--- config.mk ---
export PLATFORM = sky130hd
export DESIGN_NAME = bba_ctrl
export DESIGN_NICKNAME = d
export VERILOG_FILES = /design/src/bba_pkg.sv /design/src/bba_ctrl.sv
export SDC_FILE = /design/constraint.sdc
export NUM_CORES = 1
export LEC_CHECK = 0
export BUFFER_PORTS_ARGS = -buffer_cell sky130_fd_sc_hd__buf_2
export CAP_MARGIN = 25
export CORE_MARGIN = 5
export CORE_UTILIZATION = 45
export DETAILED_ROUTE_END_ITERATION = 10
export PLACE_DENSITY = 0.74
export SLEW_MARGIN = 20
export SYNTH_ARGS = -nofsm -noshare
export SYNTH_HDL_FRONTEND = slang
export SYNTH_SLANG_ARGS = --single-unit
--- constraint.sdc ---
create_clock -name clk -period 3.9 [get_ports clk]
set_input_delay 0.78 -clock clk [delete_from_list [all_inputs] [get_ports clk]]
set_output_delay 0.78 -clock clk [all_outputs]
set_load 0.005 [all_outputs]
--- src/bba_pkg.sv ---
`timescale 1ns / 1ps
// ----------------------------------------------------------------------------
// Buddy allocator package
// Shared constants, codes and controller/datapath interface types.
// ----------------------------------------------------------------------------
package bba_pkg;

	localparam int MaxLevels = 12;
	localparam int SizeWidth = 32;
	localparam int NodeW = MaxLevels;
	localparam int MapDepth = 1 << MaxLevels;
	localparam int LvlW = 4;
	localparam logic [SizeWidth-1:0] HeaderBytes = SizeWidth'(4);
	localparam logic [31:0] ArenaReset = 32'd1048576;
	localparam logic [3:0] LevelsReset = 4'd8;

	localparam logic CfgArena = 1'b0;
	localparam logic CfgLevels = 1'b1;

	typedef enum logic [2:0] {
		ST_OK        = 3'd0,
		ST_ZERO      = 3'd1,
		ST_TOO_LARGE = 3'd2,
		ST_NO_SPACE  = 3'd3,
		ST_BAD_INDEX = 3'd4,
		ST_NOT_USED  = 3'd5
	} status_t;

	localparam logic OpAlloc = 1'b0;
	localparam logic OpFree = 1'b1;

	// Commands from the controller to the datapath.
	typedef struct packed {
		logic load;      // capture the input item
		logic clr_step;  // clearing pass: clear one map entry
		logic rd;        // issue map read at current node
		logic go_left;   // descend to the left child
		logic go_right;  // move to the right sibling
		logic go_up;     // climb to the parent
		logic mark_split;
		logic mark_used;
		logic clr_used;
		logic clr_split_parent;
		logic lvl_step;  // decrement wanted level
		logic offs_calc; // register the offset product
		logic fin;       // load the result register
		status_t fin_status;
	} dp_cmd_t;

	// Status from the datapath to the controller.
	typedef struct packed {
		logic clr_done;
		logic op_free;
		logic req_zero;
		logic too_large;
		logic lvl_fits;   // block at wanted level holds the request
		logic at_want;    // current level equals wanted level
		logic beyond_top; // current node above the top node
		logic node_used;
		logic node_split;
		logic buddy_free;
		logic is_root;
		logic is_left;    // current node is a left child
		logic idx_bad;
	} dp_stat_t;

endpackage

--- src/bba_ctrl.sv ---
`timescale 1ns / 1ps
// ----------------------------------------------------------------------------
// Buddy allocator controller
// Sequences the clearing pass, the depth-first search and the merge climb.
// ----------------------------------------------------------------------------
module bba_ctrl (
	input  logic              clk,
	input  logic              arst_n,
	input  logic              in_valid,
	output logic              in_ready,
	output logic              out_valid,
	input  logic              out_ready,
	output logic              busy,
	output bba_pkg::dp_cmd_t  cmd,
	input  bba_pkg::dp_stat_t stat
);

	typedef enum logic [12:0] {
		S_CLEAR  = 13'b0000000000001,
		S_IDLE   = 13'b0000000000010,
		S_CHECK  = 13'b0000000000100,
		S_FIT    = 13'b0000000001000,
		S_RD     = 13'b0000000010000,
		S_VISIT  = 13'b0000000100000,
		S_BACK   = 13'b0000001000000,
		S_OFFS   = 13'b0000010000000,
		S_DONE   = 13'b0000100000000,
		S_FRD    = 13'b0001000000000,
		S_FCHK   = 13'b0010000000000,
		S_MERGE  = 13'b0100000000000,
		S_MRD    = 13'b1000000000000
	} state_t;

	state_t state_q, state_d;
	logic   out_valid_q;
	logic   emit;

	// The result register frees up as soon as its transfer completes.
	assign emit      = cmd.fin;
	assign out_valid = out_valid_q;
	assign in_ready  = (state_q == S_IDLE) && (!out_valid_q || out_ready);
	assign busy      = state_q != S_IDLE;

	always_comb begin
		cmd = '0;
		cmd.fin_status = bba_pkg::ST_OK;
		state_d = state_q;
		case (state_q)
			S_CLEAR: begin
				if (stat.clr_done)
					state_d = S_IDLE;
				else
					cmd.clr_step = 1'b1;
			end
			S_IDLE: begin
				if (in_valid && in_ready) begin
					cmd.load = 1'b1;
					state_d = S_CHECK;
				end
			end
			S_CHECK: begin
				if (stat.op_free) begin
					if (stat.idx_bad) begin
						cmd.fin = 1'b1;
						cmd.fin_status = bba_pkg::ST_BAD_INDEX;
						state_d = S_IDLE;
					end else begin
						state_d = S_FRD;
					end
				end else if (stat.req_zero) begin
					cmd.fin = 1'b1;
					cmd.fin_status = bba_pkg::ST_ZERO;
					state_d = S_IDLE;
				end else if (stat.too_large) begin
					cmd.fin = 1'b1;
					cmd.fin_status = bba_pkg::ST_TOO_LARGE;
					state_d = S_IDLE;
				end else begin
					state_d = S_FIT;
				end
			end
			S_FIT: begin
				if (stat.lvl_fits || stat.at_want)
					state_d = S_RD;
				else
					cmd.lvl_step = 1'b1;
			end
			S_RD: begin
				if (stat.beyond_top) begin
					state_d = S_BACK;
				end else begin
					cmd.rd = 1'b1;
					state_d = S_VISIT;
				end
			end
			S_VISIT: begin
				if (stat.node_used) begin
					state_d = S_BACK;
				end else if (stat.at_want) begin
					if (!stat.node_split) begin
						cmd.mark_used = 1'b1;
						state_d = S_OFFS;
					end else begin
						state_d = S_BACK;
					end
				end else begin
					if (!stat.node_split)
						cmd.mark_split = 1'b1;
					cmd.go_left = 1'b1;
					state_d = S_RD;
				end
			end
			S_BACK: begin
				// Root failed: no space. Left child failed: try its sibling. Right child failed: pop.
				if (stat.is_root) begin
					cmd.fin = 1'b1;
					cmd.fin_status = bba_pkg::ST_NO_SPACE;
					state_d = S_IDLE;
				end else if (stat.is_left) begin
					cmd.go_right = 1'b1;
					state_d = S_RD;
				end else begin
					cmd.go_up = 1'b1;
				end
			end
			S_OFFS: begin
				cmd.offs_calc = 1'b1;
				state_d = S_DONE;
			end
			S_DONE: begin
				cmd.fin = 1'b1;
				cmd.fin_status = bba_pkg::ST_OK;
				state_d = S_IDLE;
			end
			S_FRD: begin
				cmd.rd = 1'b1;
				state_d = S_FCHK;
			end
			S_FCHK: begin
				if (!stat.node_used) begin
					cmd.fin = 1'b1;
					cmd.fin_status = bba_pkg::ST_NOT_USED;
					state_d = S_IDLE;
				end else begin
					cmd.clr_used = 1'b1;
					state_d = S_MERGE;
				end
			end
			S_MERGE: begin
				// A used node is never split, and every node reached by the climb
				// has just had its split bit cleared, so only the buddy decides.
				if (stat.is_root || !stat.buddy_free) begin
					cmd.fin = 1'b1;
					state_d = S_IDLE;
				end else begin
					cmd.clr_split_parent = 1'b1;
					cmd.go_up = 1'b1;
					state_d = S_MRD;
				end
			end
			S_MRD: begin
				cmd.rd = 1'b1;
				state_d = S_MERGE;
			end
			default: state_d = S_CLEAR;
		endcase
	end

	always_ff @(posedge clk or negedge arst_n) begin
		if (!arst_n) begin
			state_q     <= S_CLEAR;
			out_valid_q <= 1'b0;
		end else begin
			state_q <= state_d;
			if (emit)
				out_valid_q <= 1'b1;
			else if (out_ready)
				out_valid_q <= 1'b0;
		end
	end

	a_ready_idle: assert property (@(posedge clk) disable iff (!arst_n)
		in_ready |-> state_q == S_IDLE)
		else $error("ready outside idle");
	a_load_check: assert property (@(posedge clk) disable iff (!arst_n)
		cmd.load |=> state_q == S_CHECK)
		else $error("load not followed by check");
	a_no_clear_ready: assert property (@(posedge clk) disable iff (!arst_n)
		state_q == S_CLEAR |-> !in_ready)
		else $error("ready during clearing");

endmodule

# After elaboration in Yosys (flattened, before gate mapping)
# Cells that the tools add are included.
op_classes:
  n_eq_ne: 18
  reduce_logical: 10
  muxes: 53
ops:
  columns: ["cell", "count"]
  rows:
  - ["one-hot mux 13 bit (13 select lines)", 1]
  - ["two-way mux 13 bit", 10]
  - ["two-way mux 4 bit", 7]
  - ["two-way mux 1 bit", 24]
  - ["== test 13 x 1 -> 1 bit, second input constant", 1]
  - ["== test 13 x 10 -> 1 bit, second input constant", 1]
  - ["== test 13 x 11 -> 1 bit, second input constant", 1]
  - ["== test 13 x 12 -> 1 bit, second input constant", 1]
  - ["== test 13 bit, second input constant", 1]
  - ["== test 13 x 2 -> 1 bit, second input constant", 1]
  - ["== test 13 x 3 -> 1 bit, second input constant", 1]
  - ["== test 13 x 4 -> 1 bit, second input constant", 1]
  - ["== test 13 x 5 -> 1 bit, second input constant", 1]
  - ["== test 13 x 6 -> 1 bit, second input constant", 1]
  - ["== test 13 x 7 -> 1 bit, second input constant", 1]
  - ["== test 13 x 8 -> 1 bit, second input constant", 1]
  - ["== test 13 x 9 -> 1 bit, second input constant", 1]
  - ["inequality test 13 x 2 -> 1 bit, second input constant", 1]
  - ["two-way mux 12 bit", 1]
  - ["two-way mux 10 bit", 1]
  - ["one-hot mux 3 bit (3 select lines)", 1]
  - ["two-way mux 8 bit", 1]
  - ["two-way mux 7 bit", 1]
  - ["two-way mux 2 bit", 3]
  - ["11 further kinds", 17]
word_totals:
  ff_bits: 14
  input_bits: 17
  elab_cells: 83

# Logic depth before layout (Yosys ltp)
# Gate-level depths: netlist of run 1.
logic_depth:
  ltp_word: 6
  ltp_mapped: 7
  depth_no_buf: 5

# Least setup slack after synthesis of run 1
# OpenSTA, ideal clock, no wires.
synth_timing:
  kind: "register to output"
  startpoint: "register state_q[0]"
  endpoint: "output port cmd[9] (netlist bit)"
  arrival_ns: 2.415
  t_required_ns: 3.120
  path_stages_with_launch: 8
  slack_ns: 0.705
  cell_sequence: "dfstp_2 > buf_6 > or4_1 > or4_1 > buf_2 > or3_4 > or4_4 > nor2_1"
synth_rtl:
  columns: ["item", "line_no", "source"]
  rows:
  - ["start, declared", "bba_ctrl.sv:34", "state_t state_q, state_d;"]
  - ["start signal, assigned", "bba_ctrl.sv:174", "state_q <= state_d;"]
  - ["end, declared", "bba_ctrl.sv:14", "output bba_pkg::dp_cmd_t cmd,"]

==> metrics.txt, run 1 <==
I/O pin count=36; row count=17; CP required=3.12 ns; post-synth net total=150; Synth warnings=0; CP Capture Point=cmd[8]; Initial Util=a little under half; EDFF count, synth=0; area of the die=between 3000 and 4000 um^2; switching part of the total power=~39%; Core Area=roughly 2300 um^2; Total GRT Usage=a little under a fifth; Top delay family on crit path=simple AND/OR/NAND/NOR gates; Layout Nets=about 180; Sequential Power Share=40.5%; Final Max Slew Viols=0; CTS hold repair buffers=0; Main synth FF type=dfrtp_1; CP max FO=7; relative slew slack=55.5%; r2r endpoint=state_q[4]; crit-path cells=or4_1 > or4_1 > or3_4 > or3_1 > nor3b_1 > buf_2; Die H=58.9 um; placed cell area=between 1000 and 1500 um^2; Final Wtd Congestion=0.868; Tmin final=between 3 and 4 ns; Inserted Diodes=0; simple-gate portion of the synthesized area=a little over two fifths; final non-filler cell area=1270 um^2; main combinational cell family by area after synthesis=simple AND/OR/NAND/NOR gates; fmax=~0.27 GHz; H-tree depth=1; compound-gate portion of the synthesized area=15.6%; status=complete, no violations; cell area after synthesis=approximately 1100 um^2; drt drc=0; Tcrit/Tclk final=between 90% and 100%; cts bufs inserted=3; worst skew pair latency=around 0.28 ns; worst min path class=in -> async; CP arrival=about 3 ns; Post-DRT Antenna Nets=0; Clock transition at path regs=roughly 0.090 ns; Area Overhead vs Synth=18.4%; Lkg Pwr=around 0.65 nW; Crit path largest cell delay=between 0.5 and 0.6 ns; number of max-cap violations=0; vias post-DR=between 1000 and 1500; ys async rst share=100%; worst-margin pin slew=roughly 0.66 ns; per-cell routed wire length=approximately 15 um; first-pass GRT wire length=approximately 4900 um; crit end category=primary output; Core Util, Final=between 50% and 60%; Reg-to-Reg Start=state_q[3]; CP Class=reg -> out; Worst Reg-to-Reg Cells=5; DRT Wirelength=2950 um; Comb power frac=between 40% and 50%; DRT iter0 DRCs=48; register area share after synthesis=32.7%; Cells after DPL=189; Longest Clk Path Bufs=2; Non-Filler Instances=~190; Fin Hold WS=0.381 ns; global route overflow=0; via/cell ratio=5.96; CTS tree=done; Max IR drop VDD=0.222 mV; slowest cell on the critical path=or4_1; type of origin of the critical path=register; Yosys cell types=42; initial antenna violation count=0; Gate Count Post-Synth=~130; die span in x=just under 60 um; CTS root buf=clkbuf_4; Sw Pwr=roughly 0.18 mW; vias in the first global route=1077; DR pass1 iterations=4; Setup Buffers After CTS=0; CP startpoint=state_q[3]; Post-Synth Adder-Cell Area=0%; R2R Setup Slk=roughly 1.3 ns; largest net degree at the start of global routing=15; Clk pwr share=18.9%; endpoints failing setup=0; mux share of post-synthesis cell area=0%; Internal=roughly 0.29 mW; final count of hold timing violations=0; CTS sink count=14; critical path depth in cells=6; CP most frequent cell=or4_1; RSZ-0062 raised after global routing=no; setup TNS=0 ns; worst clock skew=0.00586 ns; #FFs+latches synth=14; Syn Area/Cell=8.09 um^2; pwr dens=about 370 nW/um^2; Worst Path Buf+Inv=1; share of cells above drive strength 1=a little over a quarter; number of port buffers=35; DP Wirelength=about 2400 um; post-synthesis xor/xnor area fraction=~2.4%; post-CTS sizing=0
==> logic make-up (layout without fill, tap and decap cells) <==
family / count (synthesis) / after routing
XOR/XNOR: 3 / 3
AO/OA/AOI/OAI: 24 / 24
AND/OR/NAND/NOR: 77 / 77
buffers and inverters: 15 / 47
flip-flops: 14 / 14
==> worst min-delay path by stage <==
stage          startpoint           to  slack [ns]  cells after the start
2_1_floorplan      arst_n    out_valid        0.48                      0
3_3_place_gp    out_valid    out_valid        0.50                      2
3_5_place_dp    out_valid    out_valid        0.53                      2
4_1_cts            arst_n   state_q[4]        0.39                      1
5_1_grt            arst_n  state_q[10]        0.40                      1
6_report           arst_n   state_q[1]        0.38                      1
==> stage by stage <==
stage	setup WS, ns	power, mW
finish	0.160	0.465
global placement	0.571	0.374
global route	0.0193	0.504
detailed placement	0.505	0.377
floorplan	0.705	0.334
CTS	0.185	0.464
==> synth_stat cells, types with 4 or more instances <==
cell | instances | area [um^2]
nand2b_1 | 5 | 31.3
inv_1 | 8 | 30.0
o21ai_0 | 5 | 25.0
nand3_1 | 4 | 20.0
nor3_1 | 9 | 45.0
clkbuf_1 | 4 | 15.0
nor2_1 | 11 | 41.3
nand2_1 | 6 | 22.5
dfrtp_1 | 13 | 325
nor2b_1 | 8 | 50.1
or3_1 | 5 | 31.3
nor4b_1 | 4 | 35.0
nor4_1 | 4 | 25.0
or4_1 | 7 | 52.6
==> cells in the final DEF (no fill, tap or decap), types with 3 or more instances in the layout <==
master	Yosys	routed
inv_1	8	8
nor4_1	4	4
nor4b_1	4	4
buf_2	1	35
or4_1	7	7
clkbuf_4	0	3
and2_1	3	3
o21ai_0	5	5
nor2_1	11	11
a21oi_1	3	3
nand2b_1	5	5
nor3_1	9	9
nor3b_1	3	3
dfrtp_1	13	13
nand2_1	6	6
nand3_1	4	4
nor2b_1	8	8
or3_1	5	5
o22ai_1	3	3
==> layer usage <==
| metal | share of wire [%] | vias up | track usage, % |
|---|---|---|---|
| met5 | 0 | - | 0 |
| met4 | 1.4 | 0 | 5.18 |
| met3 | 9.6 | 8 | 4.17 |
| met2 | 47 | 57 | 29.2 |
| met1 | 42 | 532 | 25.0 |
| li1 | - | 553 | - |
==> power by group through the flow <==
stage / clock network [mW] / registers, mW / logic [mW]
3_3_place_gp: 0 / 0.191 / 0.183
4_1_cts: 0.0886 / 0.189 / 0.187
2_1_floorplan: 0 / 0.172 / 0.162
6_report: 0.0882 / 0.188 / 0.189
5_1_grt: 0.0930 / 0.193 / 0.218
3_5_place_dp: 0 / 0.191 / 0.186
==> layout make-up <==
type                       instances  area, um^2
clock buffer                       4        26.3
fill                             218         981
inverter                           8        30.0
multi-input combinational        104         656
sequential                        14         352
tap                               28        35.0
timing repair buffer              35         175
==> registers in the layout, summed over array words and instances (netlist names) <==
| name | flops |
|---|---|
| out_valid | 1 |
| state_q | 13 |
Note: power is estimated with default switching activity, not from simulation.
==> run 2: changes to the inputs <==
CORE_UTILIZATION = 40   (was 45)
PLACE_DENSITY = 0.67   (was 0.74)
==> run 2 against run 1 <==
Compared with the run above:
- sequential power hardly changed
- setup slack better by 0.0018 ns
- largest cell class unchanged
- final cell count is 1.0% higher
- design area up 0.98%
- first-iteration DRC count is 23% lower
- critical path depth is the same
- combinational power about the same
==> metrics.txt, run 2 (synthesis gave the netlist of run 1 again) <==
status=complete, no violations (unchanged); CP max FO=7 (unchanged); share of cells above drive strength 1=27.3% (was 26.7%); largest register by flop count=state_q (unchanged); Tcrit/Tclk final=95.9% (about the same); Non-Filler Instances=195 (was 193); worst-margin pin slew=0.670 ns (was 0.661 ns); worst skew pair latency=0.29 ns (was 0.28 ns); CP Class=reg -> out (unchanged); max FFs per register=13 (unchanged); Initial Util=42.7% (was 47.7%); Worst Reg-to-Reg Cells=5 (unchanged); Lkg Pwr=0.651 nW (was 0.645 nW); Sequential Power Share=38.7% (was 40.5%); worst min path class=in -> async (unchanged); Layout Nets=183 (unchanged); drt drc=0 (unchanged); final count of hold timing violations=0 (unchanged); via/cell ratio=6.04 (was 5.96); relative slew slack=54.9% (was 55.5%); CTS sink count=14 (unchanged); Core Area=2520 um^2 (was 2250 um^2); Pwr Total=0.488 mW (was 0.465 mW); Post-DRT Antenna Nets=0 (unchanged); CP startpoint=state_q[8] (was state_q[3]); CP arrival=2.96 ns (about the same); Internal=0.303 mW (was 0.286 mW); r2r endpoint=state_q[4] (unchanged); setup TNS=0 ns (unchanged); most frequent cells in the layout=35 x buf_2, 13 x dfrtp_1, 11 x nor2_1 (unchanged); largest net degree at the start of global routing=15 (unchanged); Top delay family on crit path=simple AND/OR/NAND/NOR gates (unchanged); Final Wtd Congestion=0.893 (was 0.868); H-tree depth=1 (unchanged); area of the die=3830 um^2 (was 3470 um^2); Comb power frac=38.9% (was 40.6%); switching part of the total power=38.0% (was 38.6%); Crit path largest cell delay=0.64 ns (was 0.55 ns); fmax=0.267 GHz (about the same); Inserted Diodes=0 (unchanged); Tmin final=3.74 ns (about the same); vias in the first global route=1069 (was 1077); initial antenna violation count=0 (unchanged); global route overflow=0 (unchanged); min setup slack post-route=0.162 ns (was 0.160 ns); I/O pin count=36 (unchanged); worst clock skew=0.0137 ns (was 0.00586 ns); DRT Wirelength=3000 um (was 2950 um); pwr dens=380 nW/um^2 (was 365 nW/um^2); Core Util, Final=51.0% (was 56.5%); Cells after DPL=191 (was 189); CTS tree=done (unchanged); crit-path cells=or3_1 > or4_1 > or3_4 > or4_4 > nor2_1 > buf_2 (was or4_1 > or4_1 > or3_4 > or3_1 > nor3b_1 > buf_2); endpoints failing setup=0 (unchanged); Clk pwr share=22.4% (was 18.9%); Die H=61.9 um (was 58.9 um); Longest Clk Path Bufs=2 (unchanged); number of max-cap violations=0 (unchanged); Final Max Slew Viols=0 (unchanged); post-CTS sizing=0 (unchanged); type of origin of the critical path=register (unchanged); Place WS=0.516 ns (was 0.505 ns); cts bufs inserted=3 (unchanged); Setup Buffers After CTS=0 (unchanged); crit end category=primary output (unchanged); slowest cell on the critical path=or4_1 (unchanged); Reg-to-Reg Start=state_q[8] (was state_q[3]); CP required=3.12 ns (about the same); CTS hold repair buffers=0 (unchanged); R2R Setup Slk=1.27 ns (was 1.28 ns); final non-filler cell area=1290 um^2 (was 1270 um^2); Sw Pwr=0.185 mW (was 0.180 mW); row count=18 (was 17); DP Wirelength=2350 um (was 2380 um); Fin Hold WS=0.368 ns (was 0.381 ns); Max IR drop VDD=0.237 mV (was 0.222 mV); number of port buffers=35 (unchanged); CP Capture Point=cmd[9] (was cmd[8]); most common cell after layout, fill and taps aside=buf_2 (unchanged); DRT iter0 DRCs=37 (was 48); RSZ-0062 raised after global routing=no (unchanged); Worst Path Buf+Inv=1 (unchanged); CTS root buf=clkbuf_4 (unchanged); DR pass1 iterations=4 (unchanged); first-pass GRT wire length=4970 um (was 4940 um); vias post-DR=1177 (was 1150); critical path depth in cells=6 (unchanged); Total GRT Usage=17.7% (was 18.4%); placed cell area=1250 um^2 (about the same); Clock transition at path regs=0.10 ns (was 0.09 ns); die span in x=61.9 um (was 58.9 um); Area Overhead vs Synth=19.5% (was 18.4%); per-cell routed wire length=15.4 um (was 15.3 um)
run 2: area by class of cell:
type                       count  area (um^2)
clock buffer                   4         36.3
multi-input combinational    104          656
sequential                    14          352
tap                           30         37.5
fill                         258         1240
inverter                       8         30.0
timing repair buffer          35          175
run 2: power by group through the flow:
stage | Combinational (mW) | Clock (mW) | Sequential (mW)
after global placement | 0.184 | 0 | 0.191
after detailed placement | 0.187 | 0 | 0.191
after CTS | 0.189 | 0.110 | 0.189
after global routing | 0.212 | 0.122 | 0.192
final | 0.190 | 0.109 | 0.189
after floorplan | 0.162 | 0 | 0.172
run 2: layer usage:
layer	share of wire [%]	up-vias	wire length (um)	GRT usage, %
met5	0	-	0	0
met4	1.5	0	46	7.88
met3	7.1	6	212	3.10
met2	46	52	1390	27.7
met1	45	563	1360	23.9
li1	-	556	-	-
run 2: worst reg2reg max path, stage by stage, from the launching register on:
cell,delay [ns]
dfrtp_1,0.45
or3_1,0.44
or4_1,0.64
or3_4,0.41
or4_4,0.51
a21oi_2,0.12
run 2: worst min-delay path by stage:
| stage | startpoint | endpoint | slack [ns] | depth (start not counted) |
|---|---|---|---|---|
| after floorplan | arst_n | out_valid | 0.48 | 0 |
| after global placement | out_valid | out_valid | 0.50 | 2 |
| after detailed placement | out_valid | out_valid | 0.52 | 2 |
| after CTS | arst_n | state_q[8] | 0.39 | 1 |
| after global routing | arst_n | state_q[5] | 0.39 | 1 |
| final | arst_n | state_q[5] | 0.37 | 1 |
